## config.mk

```make
export PLATFORM = sky130hd
export DESIGN_NAME = soft_timer_event_table_flat
export DESIGN_NICKNAME = d
export VERILOG_FILES = /design/src/sv/ste_pkg.sv /design/src/sv/ste_if.sv /design/src/sv/ste_mem.sv /design/src/sv/ste_mod.sv /design/src/sv/soft_timer_event_table.sv /design/src/flat_wrapper.sv
export VERILOG_INCLUDE_DIRS = /design/src /design/src/sv
export SDC_FILE = /design/constraint.sdc
export NUM_CORES = 2
export LEC_CHECK = 0
export ABC_AREA = 1
export BUFFER_PORTS_ARGS = -buffer_cell sky130_fd_sc_hd__buf_2
export CAP_MARGIN = 20
export CORE_UTILIZATION = 45
export DETAILED_ROUTE_END_ITERATION = 10
export GPL_TIMING_DRIVEN = 1
export PLACE_DENSITY_LB_ADDON = 0.1
export SLEW_MARGIN = 40
export SYNTH_ARGS = -nofsm -noshare
export SYNTH_HDL_FRONTEND = slang
export SYNTH_HIERARCHICAL = 1
export SYNTH_SLANG_ARGS = --single-unit
```

## constraint.sdc

```tcl
create_clock -name clk_i -period 13.3 [get_ports clk_i]
set_clock_uncertainty 0.15 [all_clocks]
set_input_delay 0.665 -clock clk_i [delete_from_list [all_inputs] [get_ports clk_i]]
set_output_delay 0.665 -clock clk_i [all_outputs]
set_load 0.01 [all_outputs]
```

## src/sv/soft_timer_event_table_macros.svh

```systemverilog
// Assertion macros for the soft timer event table.
// Depends on clk_i and rst_ni being visible in the module that uses them.
`ifndef SOFT_TIMER_EVENT_TABLE_MACROS_SVH
`define SOFT_TIMER_EVENT_TABLE_MACROS_SVH

// Check an expression at every clock edge outside reset.
`define STE_ASSERT(name, cond, msg) \
  name: assert property (@(posedge clk_i) disable iff (!rst_ni) (cond)) else $error(msg);

// Check that an antecedent implies a consequent in the same cycle.
`define STE_ASSERT_IMP(name, pre, post, msg) \
  name: assert property (@(posedge clk_i) disable iff (!rst_ni) (pre) |-> (post)) \
    else $error(msg);

// Check that an antecedent implies a consequent in the next cycle.
`define STE_ASSERT_NXT(name, pre, post, msg) \
  name: assert property (@(posedge clk_i) disable iff (!rst_ni) (pre) |=> (post)) \
    else $error(msg);

`endif

```

## src/sv/ste_pkg.sv

```systemverilog
// Types and constants for the soft timer event table.
// No dependencies.
package ste_pkg;

  localparam int unsigned DW          = 32;
  localparam int unsigned TW          = 16;
  localparam int unsigned MAX_RESULTS = 16;
  localparam int unsigned RW          = $clog2(MAX_RESULTS + 1);
  localparam int unsigned CFG_AW      = 8;

  // Commands
  localparam logic [2:0] CMD_TICK    = 3'd0;
  localparam logic [2:0] CMD_ADD     = 3'd1;
  localparam logic [2:0] CMD_STOP    = 3'd2;
  localparam logic [2:0] CMD_RESTART = 3'd3;
  localparam logic [2:0] CMD_DISP    = 3'd4;

  // Modes
  localparam logic [1:0] MODE_PERIODIC = 2'd1;

  // Status codes
  localparam logic [2:0] ST_OK          = 3'd0;
  localparam logic [2:0] ST_NOT_ENABLED = 3'd1;
  localparam logic [2:0] ST_NULL_TAG    = 3'd2;
  localparam logic [2:0] ST_BAD_PERIOD  = 3'd3;
  localparam logic [2:0] ST_BAD_MODE    = 3'd4;
  localparam logic [2:0] ST_FULL        = 3'd5;
  localparam logic [2:0] ST_UNKNOWN_TAG = 3'd6;

  // Configuration register indexes
  localparam logic [CFG_AW-1:0] REG_ENABLED       = 8'd0;
  localparam logic [CFG_AW-1:0] REG_MIN_PERIOD    = 8'd1;
  localparam logic [CFG_AW-1:0] REG_MAX_PERIOD    = 8'd2;
  localparam logic [CFG_AW-1:0] REG_COUNTER_LIMIT = 8'd3;

  typedef struct packed {
    logic [DW-1:0] period;
    logic [TW-1:0] tag;
    logic          periodic;
    logic          ready;
    logic          stopped;
  } entry_t;

  typedef enum logic [2:0] {
    S_IDLE, S_RD, S_EX, S_DIV, S_MRD, S_MEX, S_FIN
  } state_e;

  typedef enum logic [1:0] {
    OP_TICK, OP_MARK, OP_DISP, OP_FIX
  } op_e;

endpackage

```

## src/sv/ste_if.sv

```systemverilog
// Handshake channels of the soft timer event table: command, result, config.
// Depends on ste_pkg.
interface ste_cmd_if;
  import ste_pkg::*;
  logic          valid;
  logic          ready;
  logic [2:0]    command;
  logic [TW-1:0] event_tag;
  logic [DW-1:0] period;
  logic [1:0]    mode;
  modport source (output valid, command, event_tag, period, mode, input ready);
  modport sink (input valid, command, event_tag, period, mode, output ready);
endinterface

interface ste_res_if;
  import ste_pkg::*;
  logic          valid;
  logic          ready;
  logic [2:0]    status;
  logic          fired_valid;
  logic [TW-1:0] fired_tag;
  logic          last;
  modport source (output valid, status, fired_valid, fired_tag, last, input ready);
  modport sink (input valid, status, fired_valid, fired_tag, last, output ready);
endinterface

interface ste_cfg_if;
  import ste_pkg::*;
  logic              valid;
  logic              ready;
  logic [CFG_AW-1:0] index;
  logic [DW-1:0]     data;
  modport source (output valid, index, data, input ready);
  modport sink (input valid, index, data, output ready);
endinterface

```

## src/sv/ste_mem.sv

```systemverilog
// Entry memory: one write port, one read port, registered read data.
// Depends on ste_pkg.
module ste_mem #(
  parameter int unsigned DEPTH = 16,
  parameter int unsigned IW    = 4
) (
  input  logic            clk_i,
  input  logic            we_i,
  input  logic [IW-1:0]   waddr_i,
  input  ste_pkg::entry_t wdata_i,
  input  logic            re_i,
  input  logic [IW-1:0]   raddr_i,
  output ste_pkg::entry_t rdata_o
);
  import ste_pkg::*;

  entry_t mem [DEPTH];
  entry_t rdata_q;

  // Write port
  always_ff @(posedge clk_i) begin
    if (we_i) begin
      mem[waddr_i] <= wdata_i;
    end
  end

  // Read port
  always_ff @(posedge clk_i) begin
    if (re_i) begin
      rdata_q <= mem[raddr_i];
    end
  end

  assign rdata_o = rdata_q;

endmodule

```

## src/sv/ste_mod.sv

```systemverilog
// Serial remainder unit: one quotient bit per cycle, reports a zero remainder.
// Depends on ste_pkg.
module ste_mod (
  input  logic                 clk_i,
  input  logic                 rst_ni,
  input  logic                 start_i,
  input  logic [ste_pkg::DW-1:0] dividend_i,
  input  logic [ste_pkg::DW-1:0] divisor_i,
  output logic                 done_o,
  output logic                 zero_o
);
  import ste_pkg::*;

  localparam int unsigned NW = $clog2(DW + 1);

  logic          busy_q, busy_d;
  logic          done_q, done_d;
  logic [NW-1:0] cnt_q, cnt_d;
  logic [DW-1:0] dvd_q, dvd_d;
  logic [DW-1:0] div_q, div_d;
  logic [DW-1:0] rem_q, rem_d;
  logic [DW:0]   shifted;
  logic [DW:0]   diff;

  // One restoring step
  always_comb begin
    shifted = {rem_q, dvd_q[DW-1]};
    diff    = shifted - {1'b0, div_q};
    busy_d  = busy_q;
    done_d  = 1'b0;
    cnt_d   = cnt_q;
    dvd_d   = dvd_q;
    div_d   = div_q;
    rem_d   = rem_q;
    if (start_i) begin
      busy_d = 1'b1;
      cnt_d  = NW'(DW);
      dvd_d  = dividend_i;
      div_d  = divisor_i;
      rem_d  = '0;
    end else if (busy_q) begin
      rem_d = (shifted >= {1'b0, div_q}) ? diff[DW-1:0] : shifted[DW-1:0];
      dvd_d = {dvd_q[DW-2:0], 1'b0};
      cnt_d = cnt_q - NW'(1);
      if (cnt_q == NW'(1)) begin
        busy_d = 1'b0;
        done_d = 1'b1;
      end
    end
  end

  always_ff @(posedge clk_i or negedge rst_ni) begin
    if (!rst_ni) begin
      busy_q <= 1'b0;
      done_q <= 1'b0;
      cnt_q  <= '0;
    end else begin
      busy_q <= busy_d;
      done_q <= done_d;
      cnt_q  <= cnt_d;
    end
  end

  always_ff @(posedge clk_i) begin
    dvd_q <= dvd_d;
    div_q <= div_d;
    rem_q <= rem_d;
  end

  assign done_o = done_q;
  assign zero_o = (rem_q == '0);

endmodule

```

## src/sv/soft_timer_event_table.sv

```systemverilog
// Soft timer event table. Commands arrive on cmd_i; results leave on res_o.
// Configuration writes on cfg_i are always taken (ready is tied high) and
// must only be issued while the block is idle.
// Each command gives one result, except dispatch, which gives one result per
// emitted tag (up to sixteen), with last set on the final one.
// Add, unknown commands and rejected commands finish without a scan. Stop and
// restart read every filled entry and write back those carrying the tag.
// Tick reads and compares each entry and runs the serial remainder unit on
// each live one (not stopped, nonzero period). Dispatch reads each entry
// and, for each one-shot entry fired while enabled, makes a second pass over
// every entry to stop every entry carrying that tag.
// cmd_i is ready only between commands. The result register lets the final
// result wait while the next command is taken. When res_o stalls, the
// sequencer holds until the result register is free.
// Reset clears the counter and the fill count and sets the configuration to
// defaults; entries are never read before written, so no clearing pass runs.
// Depends on ste_pkg, ste_if, ste_mem, ste_mod and the assertion macros.
`include "soft_timer_event_table_macros.svh"

module soft_timer_event_table #(
  parameter int unsigned MAX_EVENTS = 16
) (
  input  logic     clk_i,
  input  logic     rst_ni,
  ste_cmd_if.sink  cmd_i,
  ste_res_if.source res_o,
  ste_cfg_if.sink  cfg_i
);
  import ste_pkg::*;

  localparam int unsigned IW = (MAX_EVENTS > 1) ? $clog2(MAX_EVENTS) : 1;
  localparam int unsigned CW = $clog2(MAX_EVENTS + 1);

  state_e        state_q, state_d;
  op_e           op_q, op_d;
  logic          enabled_q;
  logic [DW-1:0] min_q, max_q, limit_q;
  logic [DW-1:0] tick_q, tick_d;
  logic [CW-1:0] used_q, used_d;
  logic [CW-1:0] idx_q, idx_d;
  logic [CW-1:0] sub_q, sub_d;
  logic [RW-1:0] cnt_q, cnt_d;
  logic [TW-1:0] tag_q, tag_d;
  logic          stop_q, stop_d;
  logic          hit_q, hit_d;
  logic [2:0]    status_q, status_d;
  logic          pend_q, pend_d;
  logic [TW-1:0] pend_tag_q, pend_tag_d;

  logic          out_valid_q, out_valid_d;
  logic [2:0]    out_status_q, out_status_d;
  logic          out_fv_q, out_fv_d;
  logic [TW-1:0] out_tag_q, out_tag_d;
  logic          out_last_q, out_last_d;
  logic          out_load, out_free;

  logic          mem_we, mem_re;
  logic [IW-1:0] mem_waddr, mem_raddr;
  entry_t        mem_wdata, ent;
  logic          mod_start, mod_done, mod_zero;

  logic          in_fire;
  logic          scan_end, run_div, oneshot_stop, fired;

  assign in_fire  = cmd_i.valid && cmd_i.ready;
  assign out_free = !out_valid_q || res_o.ready;
  assign scan_end = (idx_q >= used_q) ||
                    ((op_q == OP_DISP) && (cnt_q == RW'(MAX_RESULTS)));
  assign run_div  = !ent.stopped && (ent.period != '0);
  assign fired    = ent.ready && (!pend_q || out_free);
  assign oneshot_stop = !ent.periodic && enabled_q;

  ste_mem #(.DEPTH(MAX_EVENTS), .IW(IW)) u_mem (
    .clk_i   (clk_i),
    .we_i    (mem_we),
    .waddr_i (mem_waddr),
    .wdata_i (mem_wdata),
    .re_i    (mem_re),
    .raddr_i (mem_raddr),
    .rdata_o (ent)
  );

  ste_mod u_mod (
    .clk_i      (clk_i),
    .rst_ni     (rst_ni),
    .start_i    (mod_start),
    .dividend_i (tick_q),
    .divisor_i  (ent.period),
    .done_o     (mod_done),
    .zero_o     (mod_zero)
  );

  // Next state
  always_comb begin
    state_d = state_q;
    unique case (state_q)
      S_IDLE: begin
        if (in_fire) begin
          case (cmd_i.command)
            CMD_TICK, CMD_DISP: state_d = S_RD;
            CMD_STOP, CMD_RESTART: begin
              state_d = (enabled_q && cmd_i.event_tag != '0) ? S_RD : S_FIN;
            end
            default: state_d = S_FIN;
          endcase
        end
      end
      S_RD: state_d = scan_end ? S_FIN : S_EX;
      S_EX: begin
        case (op_q)
          OP_TICK: state_d = run_div ? S_DIV : S_RD;
          OP_DISP: begin
            if (ent.ready) begin
              if (!fired) state_d = S_EX;
              else state_d = oneshot_stop ? S_MRD : S_RD;
            end else begin
              state_d = S_RD;
            end
          end
          default: state_d = S_RD;
        endcase
      end
      S_DIV: state_d = mod_done ? S_RD : S_DIV;
      S_MRD: state_d = (sub_q >= used_q) ? S_RD : S_MEX;
      S_MEX: state_d = S_MRD;
      S_FIN: state_d = out_free ? S_IDLE : S_FIN;
      default: state_d = S_IDLE;
    endcase
  end

  // Datapath and memory control
  always_comb begin
    op_d = op_q; tick_d = tick_q; used_d = used_q; idx_d = idx_q; sub_d = sub_q;
    cnt_d = cnt_q; tag_d = tag_q; stop_d = stop_q; hit_d = hit_q;
    status_d = status_q; pend_d = pend_q; pend_tag_d = pend_tag_q;
    mem_we = 1'b0; mem_waddr = idx_q[IW-1:0]; mem_wdata = ent;
    mem_re = 1'b0; mem_raddr = idx_q[IW-1:0];
    mod_start = 1'b0;
    out_load = 1'b0; out_status_d = out_status_q; out_fv_d = out_fv_q;
    out_tag_d = out_tag_q; out_last_d = out_last_q;
    unique case (state_q)
      S_IDLE: begin
        if (in_fire) begin
          idx_d = '0;
          status_d = ST_OK;
          op_d = OP_FIX;
          case (cmd_i.command)
            CMD_TICK: begin
              op_d = OP_TICK;
              tick_d = (tick_q < limit_q) ? tick_q + DW'(1) : DW'(1);
            end
            CMD_ADD: begin
              if (!enabled_q) status_d = ST_NOT_ENABLED;
              else if (cmd_i.event_tag == '0) status_d = ST_NULL_TAG;
              else if (cmd_i.period < min_q || cmd_i.period > max_q)
                status_d = ST_BAD_PERIOD;
              else if (cmd_i.mode > MODE_PERIODIC) status_d = ST_BAD_MODE;
              else if (used_q >= CW'(MAX_EVENTS)) status_d = ST_FULL;
              else begin
                mem_we = 1'b1;
                mem_waddr = used_q[IW-1:0];
                mem_wdata.period = cmd_i.period;
                mem_wdata.tag = cmd_i.event_tag;
                mem_wdata.periodic = (cmd_i.mode == MODE_PERIODIC);
                mem_wdata.ready = 1'b0;
                mem_wdata.stopped = 1'b0;
                used_d = used_q + CW'(1);
              end
            end
            CMD_STOP, CMD_RESTART: begin
              tag_d = cmd_i.event_tag;
              stop_d = (cmd_i.command == CMD_STOP);
              hit_d = 1'b0;
              if (!enabled_q) status_d = ST_NOT_ENABLED;
              else if (cmd_i.event_tag == '0) status_d = ST_NULL_TAG;
              else op_d = OP_MARK;
            end
            CMD_DISP: begin
              op_d = OP_DISP;
              pend_d = 1'b0;
              cnt_d = '0;
            end
            default: ;
          endcase
        end
      end
      S_RD: begin
        mem_re = !scan_end;
      end
      S_EX: begin
        case (op_q)
          OP_TICK: begin
            mod_start = run_div;
            if (!run_div) idx_d = idx_q + CW'(1);
          end
          OP_MARK: begin
            if (ent.tag == tag_q) begin
              mem_we = 1'b1;
              mem_wdata.stopped = stop_q;
              hit_d = 1'b1;
            end
            idx_d = idx_q + CW'(1);
          end
          OP_DISP: begin
            if (!ent.ready) begin
              idx_d = idx_q + CW'(1);
            end else if (fired) begin
              // push the previous tag out, keep this one pending
              if (pend_q) begin
                out_load = 1'b1;
                out_status_d = ST_OK;
                out_fv_d = 1'b1;
                out_tag_d = pend_tag_q;
                out_last_d = 1'b0;
              end
              pend_d = 1'b1;
              pend_tag_d = ent.tag;
              cnt_d = cnt_q + RW'(1);
              mem_we = 1'b1;
              mem_wdata.ready = 1'b0;
              tag_d = ent.tag;
              sub_d = '0;
              if (!oneshot_stop) idx_d = idx_q + CW'(1);
            end
          end
          default: idx_d = idx_q + CW'(1);
        endcase
      end
      S_DIV: begin
        if (mod_done) begin
          idx_d = idx_q + CW'(1);
          if (mod_zero) begin
            mem_we = 1'b1;
            mem_wdata.ready = 1'b1;
          end
        end
      end
      S_MRD: begin
        if (sub_q >= used_q) begin
          idx_d = idx_q + CW'(1);
        end else begin
          mem_re = 1'b1;
          mem_raddr = sub_q[IW-1:0];
        end
      end
      S_MEX: begin
        mem_waddr = sub_q[IW-1:0];
        if (ent.tag == tag_q) begin
          mem_we = 1'b1;
          mem_wdata.stopped = 1'b1;
        end
        sub_d = sub_q + CW'(1);
      end
      S_FIN: begin
        if (out_free) begin
          out_load = 1'b1;
          out_last_d = 1'b1;
          out_fv_d = 1'b0;
          out_tag_d = '0;
          out_status_d = status_q;
          if (op_q == OP_MARK) begin
            out_status_d = hit_q ? ST_OK : ST_UNKNOWN_TAG;
          end else if (op_q == OP_DISP && pend_q) begin
            out_fv_d = 1'b1;
            out_tag_d = pend_tag_q;
          end
        end
      end
      default: ;
    endcase
  end

  // Result register valid
  always_comb begin
    if (out_load) out_valid_d = 1'b1;
    else if (res_o.ready) out_valid_d = 1'b0;
    else out_valid_d = out_valid_q;
  end

  // Control registers
  always_ff @(posedge clk_i or negedge rst_ni) begin
    if (!rst_ni) begin
      state_q     <= S_IDLE;
      op_q        <= OP_FIX;
      tick_q      <= '0;
      used_q      <= '0;
      out_valid_q <= 1'b0;
      enabled_q   <= 1'b0;
      min_q       <= DW'(1);
      max_q       <= '1;
      limit_q     <= '1;
    end else begin
      state_q     <= state_d;
      op_q        <= op_d;
      tick_q      <= tick_d;
      used_q      <= used_d;
      out_valid_q <= out_valid_d;
      // config write; unknown indexes are dropped
      if (cfg_i.valid && cfg_i.ready) begin
        unique case (cfg_i.index)
          REG_ENABLED:       enabled_q <= cfg_i.data[0];
          REG_MIN_PERIOD:    min_q <= cfg_i.data;
          REG_MAX_PERIOD:    max_q <= cfg_i.data;
          REG_COUNTER_LIMIT: limit_q <= cfg_i.data;
          default: ;
        endcase
      end
    end
  end

  // Working and payload registers
  always_ff @(posedge clk_i) begin
    idx_q        <= idx_d;
    sub_q        <= sub_d;
    cnt_q        <= cnt_d;
    tag_q        <= tag_d;
    stop_q       <= stop_d;
    hit_q        <= hit_d;
    status_q     <= status_d;
    pend_q       <= pend_d;
    pend_tag_q   <= pend_tag_d;
    out_status_q <= out_status_d;
    out_fv_q     <= out_fv_d;
    out_tag_q    <= out_tag_d;
    out_last_q   <= out_last_d;
  end

  assign cmd_i.ready       = (state_q == S_IDLE);
  assign cfg_i.ready       = 1'b1;
  assign res_o.valid       = out_valid_q;
  assign res_o.status      = out_status_q;
  assign res_o.fired_valid = out_fv_q;
  assign res_o.fired_tag   = out_tag_q;
  assign res_o.last        = out_last_q;

  `STE_ASSERT(a_used_bound, used_q <= CW'(MAX_EVENTS), "fill count beyond table size")
  `STE_ASSERT_IMP(a_fired_ok, out_valid_q && out_fv_q, out_status_q == ST_OK, "bad fired status")
  `STE_ASSERT_IMP(a_div_start, mod_start, state_q == S_EX && op_q == OP_TICK, "stray start")
  `STE_ASSERT_NXT(a_div_wait, mod_start, state_q == S_DIV, "remainder not awaited")
  `STE_ASSERT_IMP(a_wr_filled, mem_we && state_q != S_IDLE, CW'(mem_waddr) < used_q, "bad write")

endmodule

```

## src/flat_wrapper.sv

```systemverilog
// flat-port wrapper written by rule: the top's interface ports become plain ports
module soft_timer_event_table_flat import ste_pkg::*;
#(
  parameter int unsigned MAX_EVENTS = 16
)
  (clk_i, rst_ni, cmd_i_valid, cmd_i_command, cmd_i_event_tag, cmd_i_period, cmd_i_mode, cmd_i_ready, res_o_valid, res_o_status, res_o_fired_valid, res_o_fired_tag, res_o_last, res_o_ready, cfg_i_valid, cfg_i_index, cfg_i_data, cfg_i_ready);
  ste_cmd_if cmd_i_i ();
  ste_res_if res_o_i ();
  ste_cfg_if cfg_i_i ();
  input  logic clk_i;
  input  logic rst_ni;
  input wire logic [$bits(cmd_i_i.valid)-1:0] cmd_i_valid;
  input wire logic [$bits(cmd_i_i.command)-1:0] cmd_i_command;
  input wire logic [$bits(cmd_i_i.event_tag)-1:0] cmd_i_event_tag;
  input wire logic [$bits(cmd_i_i.period)-1:0] cmd_i_period;
  input wire logic [$bits(cmd_i_i.mode)-1:0] cmd_i_mode;
  output wire logic [$bits(cmd_i_i.ready)-1:0] cmd_i_ready;
  output wire logic [$bits(res_o_i.valid)-1:0] res_o_valid;
  output wire logic [$bits(res_o_i.status)-1:0] res_o_status;
  output wire logic [$bits(res_o_i.fired_valid)-1:0] res_o_fired_valid;
  output wire logic [$bits(res_o_i.fired_tag)-1:0] res_o_fired_tag;
  output wire logic [$bits(res_o_i.last)-1:0] res_o_last;
  input wire logic [$bits(res_o_i.ready)-1:0] res_o_ready;
  input wire logic [$bits(cfg_i_i.valid)-1:0] cfg_i_valid;
  input wire logic [$bits(cfg_i_i.index)-1:0] cfg_i_index;
  input wire logic [$bits(cfg_i_i.data)-1:0] cfg_i_data;
  output wire logic [$bits(cfg_i_i.ready)-1:0] cfg_i_ready;
  assign cmd_i_i.valid = cmd_i_valid;
  assign cmd_i_i.command = cmd_i_command;
  assign cmd_i_i.event_tag = cmd_i_event_tag;
  assign cmd_i_i.period = cmd_i_period;
  assign cmd_i_i.mode = cmd_i_mode;
  assign cmd_i_ready = cmd_i_i.ready;
  assign res_o_valid = res_o_i.valid;
  assign res_o_status = res_o_i.status;
  assign res_o_fired_valid = res_o_i.fired_valid;
  assign res_o_fired_tag = res_o_i.fired_tag;
  assign res_o_last = res_o_i.last;
  assign res_o_i.ready = res_o_ready;
  assign cfg_i_i.valid = cfg_i_valid;
  assign cfg_i_i.index = cfg_i_index;
  assign cfg_i_i.data = cfg_i_data;
  assign cfg_i_ready = cfg_i_i.ready;
  soft_timer_event_table #(.MAX_EVENTS(MAX_EVENTS)) u_core (.clk_i(clk_i), .rst_ni(rst_ni), .cmd_i(cmd_i_i), .res_o(res_o_i), .cfg_i(cfg_i_i));
endmodule
```

==> flow_summary.html <==
<table>
<tr><th>Metric</th><th>Value</th></tr>
<tr><th colspan="2">Yosys</th></tr>
<tr><td>Leading area contributor after synthesis</td><td>sky130_fd_sc_hd__edfxtp_1</td></tr>
<tr><td>Share of flip-flops with an asynchronous set or reset after synthesis</td><td>12.49%</td></tr>
<tr><td>Top cells by area, synth</td><td>sky130_fd_sc_hd__edfxtp_1 (53%), sky130_fd_sc_hd__nand2_1 (13%), sky130_fd_sc_hd__inv_1 (6.7%)</td></tr>
<tr><td>Distinct cell type count after synthesis</td><td>just over 60</td></tr>
<tr><td>Most repeated cell in the gate-level netlist after synthesis</td><td>sky130_fd_sc_hd__nand2_1</td></tr>
<tr><td>Dominant synthesized flop cell</td><td>sky130_fd_sc_hd__edfxtp_1</td></tr>
<tr><td>Mapped Area</td><td>57120 µm²</td></tr>
<tr><td>Post-synth net total</td><td>6294</td></tr>
<tr><td>Proportion of netlist area held by the largest area contributor</td><td>52.84%</td></tr>
<tr><td>Cells after synthesis</td><td>6048</td></tr>
<tr><td>Leading cell types by count after synthesis</td><td>sky130_fd_sc_hd__nand2_1 (1919), sky130_fd_sc_hd__inv_1 (1023), sky130_fd_sc_hd__edfxtp_1 (1005)</td></tr>
<tr><td>Number of synthesized register bits</td><td>roughly 1200</td></tr>
<tr><td>Number of enable flip-flop cells after synthesis</td><td>1005</td></tr>
<tr><td>Seq/Total Area, Yosys</td><td>60.59%</td></tr>
<tr><td>Yosys warning count</td><td>6</td></tr>
<tr><td>Post-synthesis area per instance</td><td>9.444 µm²</td></tr>
<tr><th colspan="2">GRT</th></tr>
<tr><td>Wire length of the first global-routing pass</td><td>238.9 mm</td></tr>
<tr><td>Overflow left after global routing</td><td>0</td></tr>
<tr><td>Antenna violations before repair</td><td>2</td></tr>
<tr><td>Vias in the first global route</td><td>38100</td></tr>
<tr><td>Maximum number of pins on one net before global-route repair</td><td>between 150 and 200</td></tr>
<tr><td>GRT Overall Usage</td><td>between 20% and 30%</td></tr>
<tr><th colspan="2">STA</th></tr>
<tr><td>Setup TNS</td><td>0 ns</td></tr>
<tr><td>Minimum clock period</td><td>5.979 ns</td></tr>
<tr><td>Actual slew at the worst max-slew pin</td><td>0.8504 ns</td></tr>
<tr><td>Post-route fraction of the period consumed by the critical path</td><td>44.95%</td></tr>
<tr><td>RSZ-0062 raised after global routing</td><td>false</td></tr>
<tr><td>Final Max Slew Viols</td><td>0</td></tr>
<tr><td>Headroom to the max-slew limit</td><td>43.31%</td></tr>
<tr><td>Total setup violations reported at the end of the flow</td><td>0</td></tr>
<tr><td>Hold Violations, Final</td><td>0</td></tr>
<tr><td>Highest achievable clock rate</td><td>between 0.15 and 0.2 GHz</td></tr>
<tr><td>Final hold slack</td><td>0.05439 ns</td></tr>
<tr><th colspan="2">Clock network</th></tr>
<tr><td>Clock latency reported for the late side of the worst-skew pair</td><td>slightly below 0.8 ns</td></tr>
<tr><td>Clock Sinks</td><td>around 1200</td></tr>
<tr><td>Max Root-Sink Buffers</td><td>3</td></tr>
<tr><td>Post-cts sizing count</td><td>0</td></tr>
<tr><td>TritonCTS clock tree</td><td>yes</td></tr>
<tr><td>Clock transition at the registers of the reported paths</td><td>0.06 ns</td></tr>
<tr><td>Buffer cell driving the clock tree root</td><td>sky130_fd_sc_hd__clkbuf_16</td></tr>
<tr><td>TritonCTS buffer count</td><td>~130</td></tr>
<tr><td>H-tree depth reported by CTS</td><td>4</td></tr>
<tr><th colspan="2">Drt</th></tr>
<tr><td>Total DRC errors in the routed layout</td><td>0</td></tr>
<tr><td>Final antenna-violating net count</td><td>0</td></tr>
<tr><td>Number of detailed-route iterations in the first pass</td><td>5</td></tr>
<tr><td>WL/cell</td><td>20.04 µm</td></tr>
<tr><td>DRT Wirelength</td><td>157.9 mm</td></tr>
<tr><td>DRT iter0 DRCs</td><td>3422</td></tr>
<tr><td>Total number of vias</td><td>40250</td></tr>
<tr><td>Via count normalized by instance count</td><td>5.107</td></tr>
<tr><th colspan="2">Min path</th></tr>
<tr><td>Tightest Hold Check Type</td><td>in2reg</td></tr>
<tr><th colspan="2">Floorplanning</th></tr>
<tr><td>CORE AREA</td><td>125700 µm²</td></tr>
<tr><td>Die Width</td><td>358.3 µm</td></tr>
<tr><td>Number of primary I/O pins</td><td>122</td></tr>
<tr><td>Die area</td><td>about 130000 µm²</td></tr>
<tr><td>Site Rows</td><td>between 100 and 150</td></tr>
<tr><td>Die Y-Extent</td><td>358.3 µm</td></tr>
<tr><td>Initial cell density of the core</td><td>45.43%</td></tr>
<tr><th colspan="2">Pwr</th></tr>
<tr><td>Leakage dissipation</td><td>27.86 nW</td></tr>
<tr><td>Power Dens Cells</td><td>207.4 nW/µm²</td></tr>
<tr><td>Max VDD drop</td><td>0.2330 mV</td></tr>
<tr><th colspan="2">Finish</th></tr>
<tr><td>Fraction of layout cells with a size suffix above 1</td><td>9.590%</td></tr>
<tr><td>Layout area overhead</td><td>11.87%</td></tr>
<tr><td>Post-layout net count</td><td>between 6000 and 7000</td></tr>
<tr><th colspan="2">Worst setup path</th></tr>
<tr><td>Data arrival time of the worst path</td><td>6.22 ns</td></tr>
<tr><td>Req. time, crit path</td><td>13.54 ns</td></tr>
<tr><td>Critical path peak fanout</td><td>51</td></tr>
<tr><td>Nature of the critical path endpoint</td><td>flop</td></tr>
<tr><td>Category of the critical setup timing path</td><td>reg2reg</td></tr>
<tr><td>Kind of start point of the critical path</td><td>flop</td></tr>
<tr><th colspan="2">Placement</th></tr>
<tr><td>Placer Congestion</td><td>roughly 0.89</td></tr>
<tr><td>Half-perimeter wire length after placement</td><td>95.57 mm</td></tr>
<tr><td>Count of input and output buffers</td><td>120</td></tr>
<tr><th colspan="2">Status</th></tr>
<tr><td>Outcome</td><td>completed</td></tr>
<tr><th colspan="2">Job</th></tr>
<tr><td>Max-cap violation count</td><td>0</td></tr>
</table>
-- metrics by stage --
stage | total power [mW] | instance area (µm²) | instances | worst slack [ns] | utilization [%]
6_report | 13.25 | 63900 | 7880 | 7.321 | 50.82
5_1_grt | 13.99 | 63880 | 7875 | 7.116 | 50.81
4_1_cts | 13.33 | 63780 | 7872 | 7.323 | 50.73
3_5_place_dp | 9.662 | 59400 | 7624 | 7.090 | 47.24
3_3_place_gp | 9.589 | 59200 | 7620 | 7.150 | 47.08
2_1_floorplan | 8.003 | 57120 | 6048 | 7.399 | -
-- placed cells by master (no fill, tap or decap), types with 21 or more instances in the layout --
cell                        synthesis  routed
sky130_fd_sc_hd__nor2_1           207     187
sky130_fd_sc_hd__nor3_1            26      26
sky130_fd_sc_hd__dfrtp_1           81      81
sky130_fd_sc_hd__buf_2            103     119
sky130_fd_sc_hd__clkbuf_16          0     136
sky130_fd_sc_hd__a21oi_1           84      84
sky130_fd_sc_hd__o21ai_0          142     138
sky130_fd_sc_hd__nor2_4            10      30
sky130_fd_sc_hd__xnor2_1           36      36
sky130_fd_sc_hd__nand3_2           24      24
sky130_fd_sc_hd__dfstp_2           67      67
sky130_fd_sc_hd__nand2_1         1919    1915
sky130_fd_sc_hd__nand3b_1          43      43
sky130_fd_sc_hd__xor2_1            21      21
sky130_fd_sc_hd__edfxtp_1        1005    1005
sky130_fd_sc_hd__nand3_1          678     678
sky130_fd_sc_hd__ha_1             147     147
sky130_fd_sc_hd__dfxtp_1           32      32
sky130_fd_sc_hd__buf_6              7      23
sky130_fd_sc_hd__clkbuf_1         104      42
sky130_fd_sc_hd__inv_1           1023    1018
sky130_fd_sc_hd__nand4_1           79      79
sky130_fd_sc_hd__nand2_2           46      47
sky130_fd_sc_hd__clkinv_1           4      22
-- path summary, 6_finish.rpt --
check / startpoint / to / slack [ns] / cells after the start
min reg2reg: u_core/max_q[12]$_DFFE_PN1P_ / u_core/max_q[12]$_DFFE_PN1P_ / 0.33 / 2
max in group asynchronous: rst_ni / u_core/limit_q[22]$_DFFE_PN1P_ / 11.87 / 3
max: u_core/max_q[5]$_DFFE_PN1P_ / u_core/u_mem/mem[3][30]$_DFFE_PP_ / 7.32 / 20
min in group asynchronous: rst_ni / u_core/min_q[27]$_DFFE_PN0P_ / 0.24 / 2
max reg2reg: u_core/max_q[5]$_DFFE_PN1P_ / u_core/u_mem/mem[3][30]$_DFFE_PP_ / 7.32 / 20
min: cfg_i_data[25] / u_core/max_q[25]$_DFFE_PN1P_ / 0.05 / 3
-- report_power, final --
group	switching (mW)	internal, mW	total [mW]
clock	1.53	2.12	3.64
combinational	3.24	1.14	4.38
sequential	0.338	4.89	5.23
-- area by class of cell --
class / count / area, µm²
Fill cell: 11590 / 61840
Clock inverter: 58 / 688.2
Multi-Input combinational cell: 3578 / 17660
Tap cell: 1650 / 2064
Timing Repair Buffer: 179 / 1305
Antenna cell: 5 / 12.51
Sequential cell: 1185 / 34610
Inverter: 1043 / 3939
Clock buffer: 182 / 3616
-- cell families after synthesis --
group | count (synthesis) | share of synthesized area (%)
AOI/OAI and AO/OA | 270 | 2.510
xor gates and xnor gates | 57 | 0.8740
adders and majority gates | 148 | 3.255
buffers and inverters | 1285 | 8.913
DFF | 1185 | 60.59
other | 1 | 0.006565
and+or+nand+nor | 3102 | 23.85
-- worst max-delay path, stage by stage, from the launching register on --
cell and delay (ns):
sky130_fd_sc_hd__dfstp_2 0.52, sky130_fd_sc_hd__inv_1 0.04, sky130_fd_sc_hd__ha_1 0.28, sky130_fd_sc_hd__a21oi_1 0.16, sky130_fd_sc_hd__nor2_1 0.05, sky130_fd_sc_hd__nor2_1 0.12
sky130_fd_sc_hd__nand2_1 0.10, sky130_fd_sc_hd__nand2_1 0.07, sky130_fd_sc_hd__nand2_1 0.08, sky130_fd_sc_hd__nand2_1 0.07, sky130_fd_sc_hd__nand2_1 0.04, sky130_fd_sc_hd__nand2_1 0.08
sky130_fd_sc_hd__nand3_1 0.40, sky130_fd_sc_hd__nor2_4 0.28, sky130_fd_sc_hd__buf_4 0.55, sky130_fd_sc_hd__nand3_2 0.10, sky130_fd_sc_hd__buf_4 0.39, sky130_fd_sc_hd__nand3b_1 0.30
sky130_fd_sc_hd__nand3_1 0.34, sky130_fd_sc_hd__nor2_4 0.67, sky130_fd_sc_hd__buf_4 0.73
-- state kept, by name, indices dropped and copies added (netlist names), 32 cells and up --
signal and flops:
u_core/min_q 32, u_core/u_mem/mem 816, u_core/max_q 32, u_core/u_mod/div_q 32
u_core/u_mod/dvd_q 32, u_core/u_mem/rdata_o 51, u_core/limit_q 32, u_core/tick_q 32
u_core/u_mod/rem_q 32
-- timing repair --
action                    CTS  global route
hold buffers                8             0
hold endpoints to repair   69             0
setup buffers               0             0
-- metal layers --
| layer | share of wire (%) | track usage, % |
|---|---|---|
| met1 | 46 | 35.62 |
| met5 | 0 | 0 |
| met3 | 5.6 | 3.472 |
| met2 | 46 | 39.07 |
| met4 | 2.4 | 7.421 |
Note: power is estimated with default switching activity, not from simulation.
